[config.mk]
export PLATFORM = sky130hd
export DESIGN_NAME = q16_queue
export DESIGN_NICKNAME = d
export VERILOG_FILES = /design/src/sv/q16_pkg.sv /design/src/sv/q16_queue.sv
export SDC_FILE = /design/constraint.sdc
export NUM_CORES = 1
export LEC_CHECK = 0
export BUFFER_PORTS_ARGS = -buffer_cell sky130_fd_sc_hd__buf_2
export CAP_MARGIN = 40
export CORE_MARGIN = 8
export CORE_UTILIZATION = 47
export CTS_CLUSTER_SIZE = 24
export DETAILED_ROUTE_END_ITERATION = 7
export GPL_TIMING_DRIVEN = 1
export PLACE_DENSITY_LB_ADDON = 0.15
export SKIP_LAST_GASP = 1
export SLEW_MARGIN = 10
export SYNTH_ARGS = -nofsm -noshare
export SYNTH_HDL_FRONTEND = slang
export SYNTH_SLANG_ARGS = --single-unit
export TNS_END_PERCENT = 50
[constraint.sdc]
create_clock -name clk -period 13.9 [get_ports clk]
set_clock_uncertainty 0.05 [all_clocks]
set_input_delay 0.695 -clock clk [delete_from_list [all_inputs] [get_ports clk]]
set_output_delay 0.695 -clock clk [all_outputs]
set_load 0.005 [all_outputs]
[src/sv/q16_pkg.sv]
`default_nettype none
package q16_pkg;

    localparam int FRAC_BITS_DEF = 16;
    localparam int QUEUE_DEPTH_DEF = 4;

    typedef enum logic [1:0] {
        OP_MUL = 2'd0,
        OP_DIV = 2'd1,
        OP_ABS = 2'd2,
        OP_NOP = 2'd3
    } op_t;

    // classified request handed from front to back
    typedef struct packed {
        op_t                op;
        logic               neg;
        logic               dz;
        logic               ovf;
        logic signed [31:0] a;
        logic signed [31:0] b;
        logic        [31:0] rem;
        logic        [31:0] nlow;
        logic        [31:0] d;
        logic        [31:0] q;
    } req_t;

endpackage
`default_nettype wire

[src/sv/q16_queue.sv]
`default_nettype none
module q16_queue #(
    parameter int DEPTH = q16_pkg::QUEUE_DEPTH_DEF
) (
    input  wire logic          clk,
    input  wire logic          rst_n,
    input  wire logic          wr_en,
    input  q16_pkg::req_t      wr_data,
    output logic               full,
    input  wire logic          rd_en,
    output q16_pkg::req_t      rd_data,
    output logic               rd_vld
);

    localparam int PW = (DEPTH > 1) ? $clog2(DEPTH) : 1;
    localparam int CW = $clog2(DEPTH + 1);

    q16_pkg::req_t  mem_reg [DEPTH];
    logic [PW-1:0]  wr_ptr_reg, wr_ptr_next;
    logic [PW-1:0]  rd_ptr_reg, rd_ptr_next;
    logic [CW-1:0]  cnt_reg, cnt_next;
    logic           do_wr, do_rd;

    assign full = (cnt_reg == CW'(DEPTH));
    assign rd_vld = (cnt_reg != '0);
    assign rd_data = mem_reg[rd_ptr_reg];
    assign do_wr = wr_en && !full;
    assign do_rd = rd_en && rd_vld;

    always_comb
    begin
        wr_ptr_next = wr_ptr_reg;
        rd_ptr_next = rd_ptr_reg;
        cnt_next = cnt_reg;
        if (do_wr)
        begin
            wr_ptr_next = (wr_ptr_reg == PW'(DEPTH - 1)) ? '0 : wr_ptr_reg + 1'b1;
        end
        if (do_rd)
        begin
            rd_ptr_next = (rd_ptr_reg == PW'(DEPTH - 1)) ? '0 : rd_ptr_reg + 1'b1;
        end
        if (do_wr && !do_rd)
        begin
            cnt_next = cnt_reg + 1'b1;
        end
        else if (do_rd && !do_wr)
        begin
            cnt_next = cnt_reg - 1'b1;
        end
    end

    always_ff @(posedge clk or negedge rst_n)
    begin
        if (!rst_n)
        begin
            wr_ptr_reg <= '0;
            rd_ptr_reg <= '0;
            cnt_reg <= '0;
        end
        else
        begin
            wr_ptr_reg <= wr_ptr_next;
            rd_ptr_reg <= rd_ptr_next;
            cnt_reg <= cnt_next;
        end
    end

    always_ff @(posedge clk)
    begin
        if (do_wr)
        begin
            mem_reg[wr_ptr_reg] <= wr_data;
        end
    end

    a_cnt_bound: assert property (@(posedge clk) disable iff (!rst_n)
        cnt_reg <= CW'(DEPTH)) else $error("queue count overflow");

endmodule
`default_nettype wire

; ---- Word-level counts from Yosys, hierarchy flattened
; Memory sizes are Yosys's and may differ from the RTL's.
; Cells that the tools add are included.
[totals]
reg_bits = 7
mem_bits_rw = 788
memories = 1
in_bits = 201
out_inout_bits = 199
word_cells = 26
[mem_list]
columns = memory, depth, width, rd, rd_clocked_by_memory_dff, wr, line
row1 = mem_reg, 4, 197, 1, 0, 1, q16_queue.sv:18  ; q16_pkg::req_t mem_reg [DEPTH];
[classes]
n_reduce_logical = 9
addsub = 4
n_eq_ne = 3
muxes = 6
[ops]
columns = cell, count
row1 = two-way mux 3 bit, 2
row2 = adder 2 x 1 -> 2 bit (second input constant), 2
row3 = equality test 2 bit (second input constant), 2
row4 = logical AND 1 bit, 4
row5 = two-way mux 2 bit, 2
row6 = adder 3 x 1 -> 3 bit (second input constant), 1
row7 = equality test 3 bit (second input constant), 1
row8 = zero test 1 bit, 3
row9 = nonzero test 3 bit, 1
row10 = subtractor 3 x 1 -> 3 bit (second input constant), 1
row11 = two-way mux 1 bit, 2
row12 = nonzero test 2 bit, 1

; ---- Longest topological paths before layout
[logic_depth]
word_depth = 7
depth_mapped = 8
depth_no_buf = 8

; ---- Worst setup path after synthesis
; Ideal clock, no wire load.
[synth_path]
path_kind = input to register
from = input wr_en
to = memory mem_reg[3][0] (netlist bit) (enable)
n_path_buf = 0
setup_time_ps = 762
t_arrival_ps = 8991
stages = 2
required_time_ps = 13088
slack_ps = 4097
path_cell_list = nand2_1 nor2_1
[synth_between]
elab_chain_cells = 3
[synth_lines]
columns = element, line
row1 = from (decl), q16_queue.sv:7  ; input wire logic wr_en,
row2 = logical AND 1 bit, q16_queue.sv:27  ; assign do_wr = wr_en && !full;
row3 = two-way mux 1 bit, q16_queue.sv:71  ; if (do_wr)
row4 = two-way mux 1 bit (not written as such), q16_queue.sv:73  ; mem_reg[wr_ptr_reg] <= wr_data;
row5 = to (decl), q16_queue.sv:18
; Every way passes these cells.

==> flow_metrics.env <==
export IMPL_status="completed"
export IMPL_r2r_start="cnt_reg[2]"
export IMPL_slew_headroom_pct=33.79
export IMPL_fin_area_um2=34510
export IMPL_drt_pass1_iter_count=4
export IMPL_synthTopCellsByArea="edfxtp_1 82%, mux4_2 15%, dfrtp_1 0.61%, buf_6 0.55%, buf_2 0.40%"
export IMPL_worstPathMaxFanout=25
export IMPL_avgViaCountPerCell=5.361
export IMPL_hp_start="wr_data[54]"
export IMPL_powerDensity_nw_per_um2=212.8
export IMPL_grt_pass1_vias=13770
export IMPL_finalHoldViolations=0
export IMPL_syn2layout_area_growth_pct=19.73
export IMPL_fin_crit_sh_pct=31.74
export IMPL_place_area_um2=32000
export IMPL_cts_num_sinks=795
export IMPL_grt_pass1_wl_um=89330
export IMPL_antenna_found_initial=20
export IMPL_drtAntennaViolNets=0
export IMPL_clkPwrFrac_pct=27.3
export IMPL_intPower_mw=5.269
export IMPL_grt_ovfl_total=0
export IMPL_synth_area_um2=28820
export IMPL_leakage_nw=11.69
export IMPL_cts_made_buffers=82
export IMPL_grt_usage_pct=17.07
export IMPL_drv_slew=0
export IMPL_seqCellArea_um2=23850
export IMPL_largest_reg_flops=788
export IMPL_worst_pin_slew_ns=0.9931
export IMPL_yosysMostFrequentCell="edfxtp_1"
export IMPL_rsz0062_at_grt="false"
export IMPL_ys_ff_latch=795
export IMPL_drv_cap=0
export IMPL_syn_area_per_cell_um2=27.04
export IMPL_finalNonFillerCells=2395
export IMPL_crit_type="reg -> out"
export IMPL_synthCells=1066
export IMPL_nets=1745
export IMPL_worstSetupStartpointType="flop"
export IMPL_p_switching_mw=2.074
export IMPL_drive_gt1_share_pct=46.44
export IMPL_coreArea_um2=60470
export IMPL_cp_startpoint="rd_ptr_reg[0]"
export IMPL_routed_wirelength_um=59830
export IMPL_combPwrFrac_pct=27.9
export IMPL_synth_edf_count=788
export IMPL_crit_path_end_kind="output port"
export IMPL_finalPower_mw=7.343
export IMPL_min_period_ns=4.412
export IMPL_io_buffers=399
export IMPL_dieHeight_um=263.6
export IMPL_fill_cells=4411
export IMPL_ys_top_cells_by_count="788 x edfxtp_1, 197 x mux4_2, 23 x buf_2"
export IMPL_dpl_hpwl_um=38220
export IMPL_cpMaxStageDelayCell="dfrtp_4"
export IMPL_io_pins=400
export IMPL_die_w_um=263.6
export IMPL_placementRows=90
export IMPL_syn_num_nets=1274
export IMPL_synth_flop_cell="edfxtp_1"
export IMPL_synth_seq_area_share_pct=82.70
export IMPL_fmax_mhz=226.7
export IMPL_drt_initial_drc_count=831
export IMPL_insertion_delay_ns=0.61
export IMPL_cp_required_ns=13.15
export IMPL_yosysTopAreaCell="edfxtp_1"
export IMPL_cts_buffer_depth=3
export IMPL_hold_path_class="in -> reg"
export IMPL_num_vias=12840
export IMPL_gp_congestion=0.6976
export IMPL_power_frac_seq_pct=44.7
export IMPL_placedCellCount=2234
export IMPL_ir_drop_mv=0.1466
export IMPL_drc_errors=0
export IMPL_async_reset_ff_share_pct=0.8805
export IMPL_cp_data_arrival_time_ns=3.67
export IMPL_cts_htree_levels=3
export IMPL_die_area_um2=69510
export IMPL_clk_pin_slew_ns=0.06
export IMPL_setup_viol=0
export IMPL_post_drt_wl_per_cell_um=24.98
export IMPL_swShare_pct=28.25
export IMPL_critical_path_max_stage_delay_ns=0.74
export IMPL_multi_input_area_um2=4691
export IMPL_critical_path_cell_chain="buf_4 -> buf_12 -> buf_4 -> buf_12 -> mux4_2 -> buf_2"
export IMPL_start_util_pct=47.67
export IMPL_synth_top_area_share_pct=82.09
export IMPL_grt_start_max_net_pins=141
export IMPL_cts_resized_gates=0
export IMPL_cts_root_buf="clkbuf_16"
export IMPL_fin_tns_setup_ns=0
export IMPL_cts_tree="yes"
export IMPL_synth_cell_types=19
export IMPL_ys_warnings_count=0
[power by group through the flow]
| stage | sequential (mW) | combinational, mW | clock (mW) |
|---|---|---|---|
| final | 3.28 | 2.05 | 2.01 |
| after global routing | 3.33 | 2.23 | 2.15 |
| after CTS | 3.29 | 2.14 | 2.07 |
| after detailed placement | 3.34 | 2.13 | 0 |
| after global placement | 3.33 | 2.04 | 0 |
| after floorplan | 3.39 | 1.23 | 0 |
[stage by stage]
stage	setup slack, ns	utilization [%]	hold WS (ns)
final	9.488	57.07	0.2298
after global routing	9.096	57.04	0.1824
after floorplan	4.097	-	0.3494
after CTS	9.265	57.03	0.1759
after global placement	9.655	52.36	0.4151
after detailed placement	9.908	52.92	0.4171
[metal layers]
metal	vias up	global-route usage (%)	routed length (um)
met5	-	0	142
met4	24	3.827	900
met3	88	6.628	4938
met2	344	27.95	30020
met1	6768	21.57	23830
li1	5615	-	-
[critical path, delay by kind of cell, from the launching register on]
kind	cells	cell delay (ns)
buffers and inverters	5	1.69
flip-flops	1	0.74
multiplexers	1	0.55
[cell families after synthesis]
group	synth area share (%)
xor+xnor	0.09117
flops	82.70
simple gates	0.2127
mux	15.59
buf+inv	1.077
fa+ha+maj	0.3299
[placed cells by master, fill, tap and decap left out]
cell,n
buf_12,7
nor2_1,3
nor2b_1,1
ha_1,6
clkbuf_1,11
inv_16,3
xnor2_1,1
buf_16,8
fa_1,1
inv_1,3
xor2_1,2
clkinv_1,32
clkinv_2,13
clkinv_4,1
dfrtp_1,5
nand2_1,2
and2_4,3
mux4_2,197
edfxtp_1,788
clkbuf_16,82
inv_6,3
or3_1,1
clkinvlp_4,1
mux2_2,5
nor2_4,1
buf_2,399
clkinv_16,1
bufinv_16,2
dlygate4sd3_1,1
nor3b_1,1
dfrtp_4,2
buf_4,16
diode_2,11
[area by class of cell]
class	count	share of cell area, %
antenna	11	0.07976
inverter	3	0.03263
tap	782	2.835
sequential	795	69.09
timing repair buffer	431	7.207
multi-input combinational	224	13.59
clock buffer	93	6.065
clock inverter	56	1.095
[what timing repair did]
action                                 4_1_cts  5_1_grt
buffers inserted                             0        0
endpoints found under the hold margin        7        0
hold buffers                                 1        0
[worst paths after layout]
path	to	slack [ns]	depth (start not counted)
worst max-delay path	rd_data[107]	9.49	6
worst min-delay path	mem_reg[1][54]	0.23	1
worst max register to register	mem_reg[2][99]	10.24	5
worst min register to register	cnt_reg[2]	0.43	1
max in group asynchronous	rd_ptr_reg[0]	13.21	2
min in group asynchronous	cnt_reg[0]	0.40	2
Power figures use the tool's default switching activity.
