--- src/sv/q16_pkg.sv ---
`default_nettype none
package q16_pkg;

    localparam int FRAC_BITS_DEF = 16;
    localparam int QUEUE_DEPTH_DEF = 4;

    typedef enum logic [1:0] {
        OP_MUL = 2'd0,
        OP_DIV = 2'd1,
        OP_ABS = 2'd2,
        OP_NOP = 2'd3
    } op_t;

    // classified request handed from front to back
    typedef struct packed {
        op_t                op;
        logic               neg;
        logic               dz;
        logic               ovf;
        logic signed [31:0] a;
        logic signed [31:0] b;
        logic        [31:0] rem;
        logic        [31:0] nlow;
        logic        [31:0] d;
        logic        [31:0] q;
    } req_t;

endpackage
`default_nettype wire

--- src/sv/q16_front.sv ---
`default_nettype none
module q16_front #(
    parameter int FRAC_BITS = q16_pkg::FRAC_BITS_DEF
) (
    input  wire logic        [1:0]  op,
    input  wire logic signed [31:0] a,
    input  wire logic signed [31:0] b,
    output q16_pkg::req_t           req
);

    localparam int SH = 32 - FRAC_BITS;

    logic [31:0] amag;
    logic [31:0] bmag;

    always_comb
    begin
        amag = a[31] ? (32'd0 - a) : a;
        bmag = b[31] ? (32'd0 - b) : b;
        req = '0;
        req.op = q16_pkg::op_t'(op);
        req.a = a;
        req.b = b;
        req.neg = a[31] ^ b[31];
        req.d = bmag;
        req.rem = amag >> SH;
        req.nlow = amag << FRAC_BITS;
        case (q16_pkg::op_t'(op))
            q16_pkg::OP_DIV:
            begin
                req.dz = (b == 32'sd0);
                req.ovf = (b != 32'sd0) && ((amag >> SH) >= bmag);
            end
            q16_pkg::OP_ABS:
            begin
                req.q = amag;
            end
            default:
            begin
                req.q = '0;
            end
        endcase
    end

endmodule
`default_nettype wire

--- config.mk ---
export PLATFORM = sky130hd
export DESIGN_NAME = q16_front
export DESIGN_NICKNAME = d
export VERILOG_FILES = /design/src/sv/q16_pkg.sv /design/src/sv/q16_front.sv
export SDC_FILE = /design/constraint.sdc
export NUM_CORES = 1
export LEC_CHECK = 0
export BUFFER_PORTS_ARGS = -buffer_cell sky130_fd_sc_hd__buf_2
export CORE_AREA = 4 4 100 102
export DETAILED_ROUTE_END_ITERATION = 16
export DIE_AREA = 0 0 104 106
export PLACE_DENSITY = 0.73
export SETUP_SLACK_MARGIN = 0.4
export SYNTH_ARGS = -nofsm -noshare
export SYNTH_HDL_FRONTEND = slang
export SYNTH_SLANG_ARGS = --single-unit
export TNS_END_PERCENT = 5
--- constraint.sdc ---
create_clock -name vclk -period 6.1
set_input_delay 0.61 -clock vclk [all_inputs]
set_output_delay 0.61 -clock vclk [all_outputs]
set_load 0.05 [all_outputs]
# Word level (Yosys, flattened, before mapping)
# Index checks and enable logic that the tools add are counted.
[classes]
n_addsub = 2
shift = 0
eq_ne = 2
muxes = 4
n_lt_le_gt_ge = 1
div_mod_pow = 0
multipliers = 0
n_bitwise = 1
n_reduce_logical = 3
[ops]
columns = ["cell", "count"]
rows = [
  ["$mux 32", 3],
  ["$sub 1x32->32 const A", 2],
  ["$ge 16x32->1", 1],
  ["$logic_not 32->1", 1],
  ["$reduce_bool 32->1", 1],
  ["$eq 2x1->1 const B", 1],
  ["$eq 2x2->1 const B", 1],
  ["$mux 2", 1],
  ["$logic_and 1x1->1", 1],
  ["$xor 1x1->1", 1],
]
[totals]
ram_bits = 0
latch_bits = 0
wordCells = 13
reg_bits = 0
n_memories = 0
inputBits = 66
romBits = 0

# Depth between registers and ports, before layout
# Gate-level depths: netlist (run 1).
[logic_depth]
word_depth = 5
ltp_mapped = 15
depth_no_buf = 15

# Worst setup path before layout (run 1)
# OpenSTA, ideal clock, no wires.
[synth_path]
path_type = "input -> output"
start = "in a[10]"
end = "out req[192] (netlist name)"
arrival_time_ns = 4.896
path_slack_ns = 0.594
path_stages = 8
path_cell_list = "or4_1 > nor4_1 > nand3b_1 > nor4b_1 > ha_1 > nand4_1 > a21o_1 > a2111oi_4"
[synth_rtl]
columns = ["element", "line", "source"]
rows = [
  ["start: declaration", "q16_front.sv:6", "input wire logic signed [31:0] a,"],
  ["end: declaration", "q16_front.sv:8", "output q16_pkg::req_t req"],
]

==> results.md, run 1 <==
* Status: finished, final reports clean
* WL/cell at between 15 and 20 microns
* Final Slew Violations at 0
* Worst path cell trace: buf_2 -> inv_1 -> ha_1 -> or3b_1 -> or4_1 -> nand2b_1 -> o21ai_1 -> nand2_1 -> xor2_1 -> ha_1 -> o2111ai_1 -> a21oi_1 -> o41ai_1 -> a21o_1 -> a2111oi_4 -> buf_2
* Hold_ws at about 1.5 ns
* Yosys top cell by area: buf_4
* Req. time, crit path at between 5 and 6 ns
* Die area at 11000 sq um
* Critical path class: input port to output port
* Clock buffer cells at 0
* Commonest cells post-synth: 100 x buf_4, 41 x xnor2_1, 25 x nor2b_1, 24 x inv_1
* Pre-antenna DRT Iters at 4
* First-pass GRT wire length at about 16000 microns
* Syn Inst Count at around 390
* Grt ovf at 0
* Number of global-route vias before repair at 2901
* Final TNS setup at 0 ns
* # nets final at just over 600
* Final wirelength at 10000 microns
* RSZ-0062 raised after global routing: false
* Pleak at between 0.0015 and 0.002 uW
* Worst Setup Start Kind: input port
* CP Capture Point: req[192]
* I/O Buffers at roughly 230
* Worst Hold Depth at 2
* Starting Density at between 30% and 40%
* Synth top area share at between 20% and 30%
* Largest net degree at the start of global routing at 37
* Via count at between 3000 and 4000
* Final Hold Vio Count at 0
* Hold-fix buffers, CTS at 0
* Max FO, Critical Path at 7
* Top-level port count at roughly 260
* Non-Filler Instances at 647
* Syn. warnings at 0
* Worst slew pin tran at between 1 and 1.5 ns
* Critical Path End Type: output port
* Share of cells above drive strength 1 at between 40% and 50%
* Initial DRC count at approximately 120
* Area of the mapped netlist at ~2800 sq um
* Worst Setup SP: a[0]
* Final period demand of the worst path at between 5 and 6 ns
* Slowest library cell on the worst path: or4_1
* Max Cap Viol at 0
* PwrDens at roughly 170 nW/um^2
* Setup-failing EPs final at 0
* DRC violations left at 0
* Crit share post-route at around 82%
* Fmax at around 200 MHz
* Post-route ant nets at 0
* Routability-driven placement congestion ratio at ~0.82
* Core Footprint at 9110 sq um
* Post-CTS sizing at 0
* Die height at 106 microns
* Post-layout util at a little under two fifths
* Seq_cells at 0
* Maximum vdd ir drop at 0.0000968 V
* Slew headroom at about 30%
* Area Growth Syn to Fin at 21.8%
* Worst Path Arrival at ~4.4 ns
* Worst min path class: input port to output port
* Sequential cell area at 0 sq um
* HPWL Detailed at slightly below 9000 microns
* Inst Count DP at 647
* Syn avg cell area at 7.22 sq um
* Area contributors post-synth: buf_4 27%, xnor2_1 13%, ha_1 8.1%
* Synth cell types at 45
* Global-route usage over all layers at between 15 and 20%
* Sequential area share after synthesis at 0%
* Top-count cell post-synth: buf_4
* Setup bufs post-CTS at 0
* Slowest cell delay on critical path at 0.48 ns
* Die width at 104 microns
* ANT cells at 0
* Core Rows at 35
* Initial antenna violation count at 0
* Via/cell ratio at 4.71
==> layout by cell type (no fill, tap or decap), types with 2 or more instances in the layout <==
master and instances:
buf_2 231, xnor2_1 41, conb_1 32, nor2b_1 25, inv_1 24, xor2_1 18, ha_1 18, o21ai_1 17
nand2_1 17, o31ai_1 13, or4_1 11, o41ai_1 11, nand2b_1 9, nor2_1 8, or3_1 7, and3b_1 6
o21ai_0 5, a21oi_1 5, nor4_1 4, nor3_1 4, a21o_1 4, or4_4 3, o31a_1 3, or2_1 2
==> report_power, final <==
| part | internal [uW] | switching (uW) |
|---|---|---|
| combinational | 128 | 456 |
| sequential | 0 | 0 |
| clock | 0 | 0 |
| total | 128 | 456 |
==> how the worst min path moves through the flow <==
stage | slack, ns | to | start
2_1_floorplan | 1.39 | req[128] | b[0]
3_3_place_gp | 1.54 | req[153] | b[25]
3_5_place_dp | 1.54 | req[129] | b[1]
4_1_cts | 1.54 | req[129] | b[1]
5_1_grt | 1.55 | req[170] | a[10]
6_report | 1.54 | req[129] | b[1]
==> stage by stage <==
step	worst slack, ns	instance area, sq um	power [uW]
floorplan	0.594	2910	489
global placement	1.14	3400	588
detailed placement	1.04	3400	589
CTS	1.03	3400	590
global route	0.689	3400	619
finish	1.09	3400	584
==> cell families after synthesis <==
group                      share of synthesized area (%)
muxes                                              0.358
other                                              0.134
and+or+nand+nor                                     22.9
buffers and inverters                               32.0
xor gates and xnor gates                            18.5
AOI/OAI and AO/OA                                   18.1
adders and majority gates                           8.06
==> worst max-delay path: cells and delay by family <==
family | cells | cell delay (ns)
xor+xnor | 1 | 0.20
compound gates | 6 | 1.38
buf+inv | 3 | 0.50
simple gates | 4 | 1.23
fa+ha+maj | 2 | 0.47
==> layer usage <==
layer  vias up  share of wire, %  GRT usage, %
li1       1507                 -             -
met1      1371                38          19.6
met2       165                52          32.7
met3         6               9.0          3.04
met4         0               1.1          1.42
met5         -                 0             0
==> final cells by class <==
cell class                 instances  area (sq um)
fill                            1021          5710
timing repair buffer             231          1160
inverter                          24          90.1
tap                              111           139
multi-input combinational        281          2020
No activity file was read; power rests on OpenSTA's default activity.
==> inputs of run 2 (changes only) <==
--- a/config.mk
+++ b/config.mk
@@ -9,7 +9,7 @@
 export CORE_AREA = 4 4 100 102
 export DETAILED_ROUTE_END_ITERATION = 16
 export DIE_AREA = 0 0 104 106
-export PLACE_DENSITY = 0.73
+export PLACE_DENSITY = 0.76
 export SETUP_SLACK_MARGIN = 0.4
 export SYNTH_ARGS = -nofsm -noshare
 export SYNTH_HDL_FRONTEND = slang
==> constraint.sdc (replaced) <==
create_clock -name vclk -period 4.5
set_input_delay 0.45 -clock vclk [all_inputs]
set_output_delay 0.45 -clock vclk [all_outputs]
set_load 0.05 [all_outputs]
==> results.md, run 2 (synthesis results as in run 1) <==
* Die area at 11000 sq um (unchanged)
* Crit share post-route at a little over nine tenths
* Final WS setup at 0.134 ns (was 1.09 ns)
* Routability-driven placement congestion ratio at 0.822 (about the same)
* Final TNS setup at 0 ns (unchanged)
* First-pass GRT wire length at 16000 microns (was 15600 microns)
* Global-route usage over all layers at 17.3% (was 16.7%)
* Status: finished, final reports clean (unchanged)
* Die width at 104 microns (unchanged)
* Final wirelength at 10500 microns (was 10000 microns)
* Via/cell ratio at 4.71 (about the same)
* Top-level port count at 263 (unchanged)
* Hold_ws at 1.21 ns (was 1.54 ns)
* I/O Buffers at 231 (unchanged)
* Req. time, crit path at 4.05 ns (was 5.49 ns)
* Worst min path class: input port to output port (unchanged)
* Seq_cells at 0 (unchanged)
* WL/cell at 16.0 microns (was 15.5 microns)
* Grt met3 use at 2.31% (was 3.04%)
* Setup-failing EPs final at 0 (unchanged)
* Final Slew Violations at 0 (unchanged)
* Sequential cell area at 0 sq um (unchanged)
* Core Footprint at 9110 sq um (unchanged)
* Clock buffer cells at 0 (unchanged)
* PwrDens at 216 nW/um^2 (was 172 nW/um^2)
* Max Cap Viol at 0 (unchanged)
* Most common cell after layout, fill and taps aside: buf_2 (unchanged)
* Via count at 3096 (was 3049)
* # nets final at 632 (was 622)
* ANT cells at 0 (unchanged)
* Post-route ant nets at 0 (unchanged)
* Worst Path Arrival at 3.92 ns (was 4.40 ns)
* Number of global-route vias before repair at 3074 (was 2901)
* Core Rows at 35 (unchanged)
* Largest net degree at the start of global routing at 35 (was 37)
* Slew headroom at 33.1% (was 30.0%)
* Starting Density at 30.7% (unchanged)
* Most Crowded Layer GR: met2 (unchanged)
* HPWL Detailed at 9290 microns (was 8910 microns)
* Share of cells above drive strength 1 at 54.4% (was 44.6%)
* Area Growth Syn to Fin at 40.2% (was 21.8%)
* Grt ovf at 0 (unchanged)
* DRC violations left at 0 (unchanged)
* Max FO, Critical Path at 4 (was 7)
* Initial antenna violation count at 0 (unchanged)
* Initial DRC count at 90 (was 122)
* RSZ-0062 raised after global routing: true (was false)
* Fmax at approximately 230 MHz
* Post-layout util at 43.0% (was 37.4%)
* Worst Setup Start Kind: input port (unchanged)
* Pleak at 0.00204 uW (was 0.00181 uW)
* Grt met2 use at 35.9% (was 32.7%)
* GRT met1 Usage at 19.4% (was 19.6%)
* Maximum vdd ir drop at 0.0000995 V (was 0.0000968 V)
* Die height at 106 microns (unchanged)
* Final period demand of the worst path at about 4.4 ns
* Worst slack, placed at 0.0662 ns (was 1.04 ns)
* Pre-antenna DRT Iters at 4 (unchanged)
* Worst slew pin tran at 1.00 ns (was 1.05 ns)
* Critical path class: input port to output port (unchanged)
* Critical Path End Type: output port (unchanged)
* Most frequent cells in the layout: 228 x buf_2, 32 x conb_1, 25 x nor2b_1, 22 x inv_1, 22 x xnor2_1 (was 231 x buf_2, 41 x xnor2_1, 32 x conb_1, 25 x nor2b_1, 24 x inv_1)
* Final Hold Vio Count at 0 (unchanged)
## run 2: final timing paths
path	from	to	slack, ns	depth (start not counted)
worst max-delay path	a[1]	req[192]	0.13	17
worst min-delay path	a[1]	req[161]	1.21	2
## run 2: what timing repair did
action / CTS / global route
setup buffers: 1 / 4
hold buffers: 0 / 0
resized for setup: 3 / 21
setup endpoints to repair: 1 / 1
cloned: 0 / 0
pin swaps: 1 / 14
## run 2: report_power, final
part | switching [uW] | internal (uW) | total, uW
registers | 0 | 0 | 0
clock network | 0 | 0 | 0
logic | 644 | 205 | 849
## run 2: per-stage QoR
step	cell area (sq um)	instances	total power, uW
floorplan	3240	418	687
global placement	3760	652	825
detailed placement	3760	652	831
CTS	3780	653	834
global route	3920	657	897
finish	3920	657	849
## run 2: worst max-delay path, stage by stage
cell	delay, ns
buf_8	0.11
inv_4	0.06
ha_4	0.13
or3b_4	0.39
or4_4	0.55
nand2b_4	0.18
o31a_1	0.31
xnor2_2	0.16
ha_1	0.28
nor2_1	0.03
a21oi_1	0.12
o21ai_1	0.10
a21oi_2	0.15
o41ai_2	0.10
a21o_1	0.21
a2111oi_4	0.37
buf_6	0.21
## run 2: routing by layer
metal	share of wire, %	up-vias
met3	7.3	4
met4	0.55	0
met2	54	164
li1	-	1521
met5	0	-
met1	38	1407
## run 2: layout make-up
type | instances | area (sq um)
fillers | 940 | 5190
inverters | 24 | 95.1
multi-input cells | 281 | 2420
well taps | 111 | 139
repair buffers | 241 | 1270
==> inputs of run 3 (changes only) <==
--- a/config.mk
+++ b/config.mk
@@ -9,7 +9,7 @@
 export CORE_AREA = 4 4 100 102
 export DETAILED_ROUTE_END_ITERATION = 16
 export DIE_AREA = 0 0 104 106
-export PLACE_DENSITY = 0.76
+export PLACE_DENSITY_LB_ADDON = 0.12
 export SETUP_SLACK_MARGIN = 0.4
 export SYNTH_ARGS = -nofsm -noshare
 export SYNTH_HDL_FRONTEND = slang
==> results.md, run 3 (synthesis results as in run 1) <==
* Status: finished, final reports clean (unchanged)
* Crit share post-route at 93.7% (was 97.0%)
* Slowest cell delay on critical path at 0.46 ns (was 0.55 ns)
* WL/cell at 15.3 microns (was 16.0 microns)
* Worst Hold Depth at 2 (unchanged)
* Initial antenna violation count at 0 (unchanged)
* Worst Setup Start Kind: input port (unchanged)
* Initial DRC count at 65 (was 90)
* Hold Path Sink: req[170] (was req[161])
* Final Hold Vio Count at 0 (unchanged)
* Starting Density at 30.7% (unchanged)
* Final Total Pwr at 828 uW (was 849 uW)
* Inst Count DP at 653 (was 652)
* Final Slew Violations at 0 (unchanged)
* PwrDens at 217 nW/um^2 (was 216 nW/um^2)
* Largest net degree at the start of global routing at 37 (was 35)
* Number of global-route vias before repair at 2959 (was 3074)
* Worst min path class: input port to output port (unchanged)
* Via count at 3023 (was 3096)
* Most frequent cells in the layout: 230 x buf_2, 32 x conb_1, 25 x nor2b_1, 24 x inv_1, 23 x xnor2_1 (was 228 x buf_2, 32 x conb_1, 25 x nor2b_1, 22 x inv_1, 22 x xnor2_1)
* Worst Path Arrival at 3.77 ns (was 3.92 ns)
* RSZ-0062 raised after global routing: true (unchanged)
* Maximum vdd ir drop at 0.000103 V (was 0.0000995 V)
* Pleak at 0.00201 uW (was 0.00204 uW)
* # nets final at 630 (was 632)
* Hold-fix buffers, CTS at 0 (unchanged)
* Fmax at 237 MHz (was 229 MHz)
* Grt ovf at 0 (unchanged)
* Final TNS setup at 0 ns (unchanged)
* Core Footprint at 9110 sq um (unchanged)
* Share of cells above drive strength 1 at 52.9% (was 54.4%)
* Hold Path Origin: a[10] (was a[1])
* Area Growth Syn to Fin at 36.7% (was 40.2%)
* Area after DPL at 3770 sq um (was 3760 sq um)
* Non-Filler Instances at 655 (was 657)
* Cell area after layout at 3820 sq um (was 3920 sq um)
* Max Cap Viol at 0 (unchanged)
* Routability-driven placement congestion ratio at 0.815 (was 0.822)
* Worst path cell trace: buf_2 -> inv_1 -> ha_1 -> or3b_4 -> or4_4 -> nand2b_4 -> o21ai_4 -> buf_6 -> xnor2_2 -> ha_1 -> o21ai_1 -> a21oi_1 -> o21ai_1 -> a21oi_2 -> o41ai_2 -> a21o_1 -> a2111oi_4 -> buf_6 (was buf_8 -> inv_4 -> ha_4 -> or3b_4 -> or4_4 -> nand2b_4 -> o31a_1 -> xnor2_2 -> ha_1 -> nor2_1 -> a21oi_1 -> o21ai_1 -> a21oi_2 -> o41ai_2 -> a21o_1 -> a2111oi_4 -> buf_6)
* Comb pwr share at 100.0% (about the same)
* Clock buffer cells at 0 (unchanged)
* Worst slack, placed at 0.158 ns (was 0.0662 ns)
* I/O Buffers at 231 (unchanged)
* Clock power share at 0% (about the same)
* Top-level port count at 263 (unchanged)
* Sequential power share at 0% (about the same)
* Core Rows at 35 (unchanged)
* Req. time, crit path at 4.05 ns (about the same)
* Global-route usage over all layers at 16.6% (was 17.3%)
* Critical path class: input port to output port (unchanged)
* Die area at 11000 sq um (unchanged)
* Switch share at 76.5% (was 75.8%)
* DRC violations left at 0 (unchanged)
* NetSw at 634 uW (was 644 uW)
* First-pass GRT wire length at 15400 microns (was 16000 microns)
* Most common cell after layout, fill and taps aside: buf_2 (unchanged)
* Via/cell ratio at 4.62 (was 4.71)
* Slowest library cell on the worst path: or4_4 (unchanged)
* Pre-antenna DRT Iters at 4 (unchanged)
* # fillers at 965 (was 940)
* HPWL Detailed at 8800 microns (was 9290 microns)
* Die width at 104 microns (unchanged)
* Critical Path End Type: output port (unchanged)
* Post-route ant nets at 0 (unchanged)
* Worst path bufs/invs at 4 (was 3)
* Final period demand of the worst path at 4.22 ns (was 4.37 ns)
* Final wirelength at 10000 microns (was 10500 microns)
* Max FO, Critical Path at 7 (was 4)
* Setup-failing EPs final at 0 (unchanged)
* Worst slew pin tran at 1.04 ns (was 1.00 ns)
* Slew headroom at 30.8% (was 33.1%)
* Seq_cells at 0 (unchanged)
* Sequential cell area at 0 sq um (unchanged)
* ANT cells at 0 (unchanged)
* Die height at 106 microns (unchanged)
* Final WS setup at 0.284 ns (was 0.134 ns)
* CP top delay family: compound AO/OA/AOI/OAI gates (unchanged)
* Internal at 195 uW (was 205 uW)
## run 3: power by group through the flow
stage / combinational, uW / clock, uW / sequential [uW]
after global routing: 877 / 0 / 0
final: 828 / 0 / 0
after CTS: 835 / 0 / 0
after detailed placement: 829 / 0 / 0
after floorplan: 687 / 0 / 0
after global placement: 827 / 0 / 0
## run 3: how the worst max path moves through the flow
stage	start	to	slack (ns)	depth (start not counted)
6_report	a[0]	req[192]	0.28	18
2_1_floorplan	b[12]	req[192]	0.22	8
3_5_place_dp	a[0]	req[192]	0.16	18
5_1_grt	a[0]	req[192]	0.09	18
4_1_cts	a[0]	req[192]	0.27	16
3_3_place_gp	a[0]	req[192]	0.19	17
## run 3: metrics by stage
step                util (%)  hold WS [ns]
global placement        41.4          1.22
CTS                     41.8          1.22
finish                  41.9          1.22
detailed placement      41.4          1.22
global route            41.9          1.23
floorplan                  -          1.01
## run 3: layout make-up
class              instances  area, sq um  share of cell area [%]
well taps                111          139                    3.64
multi-input cells        281         2360                    61.9
repair buffers           239         1230                    32.1
inverters                 24         90.1                    2.36
## run 3: timing repair
| item | in CTS | in global routing |
|---|---|---|
| buffers inserted | 2 | 0 |
| gates resized for setup | 5 | 3 |
| setup endpoints to repair | 1 | 1 |
| pin swaps | 2 | 1 |
| cloned | 0 | 0 |
## run 3: metal layers
layer / GRT usage (%) / vias to the layer above / share of wire, %
met1: 19.3 / 1362 / 40
met5: 0 / - / 0
met4: 1.42 / 0 / 1.0
li1: - / 1514 / -
met3: 2.79 / 6 / 7.5
met2: 32.7 / 141 / 52
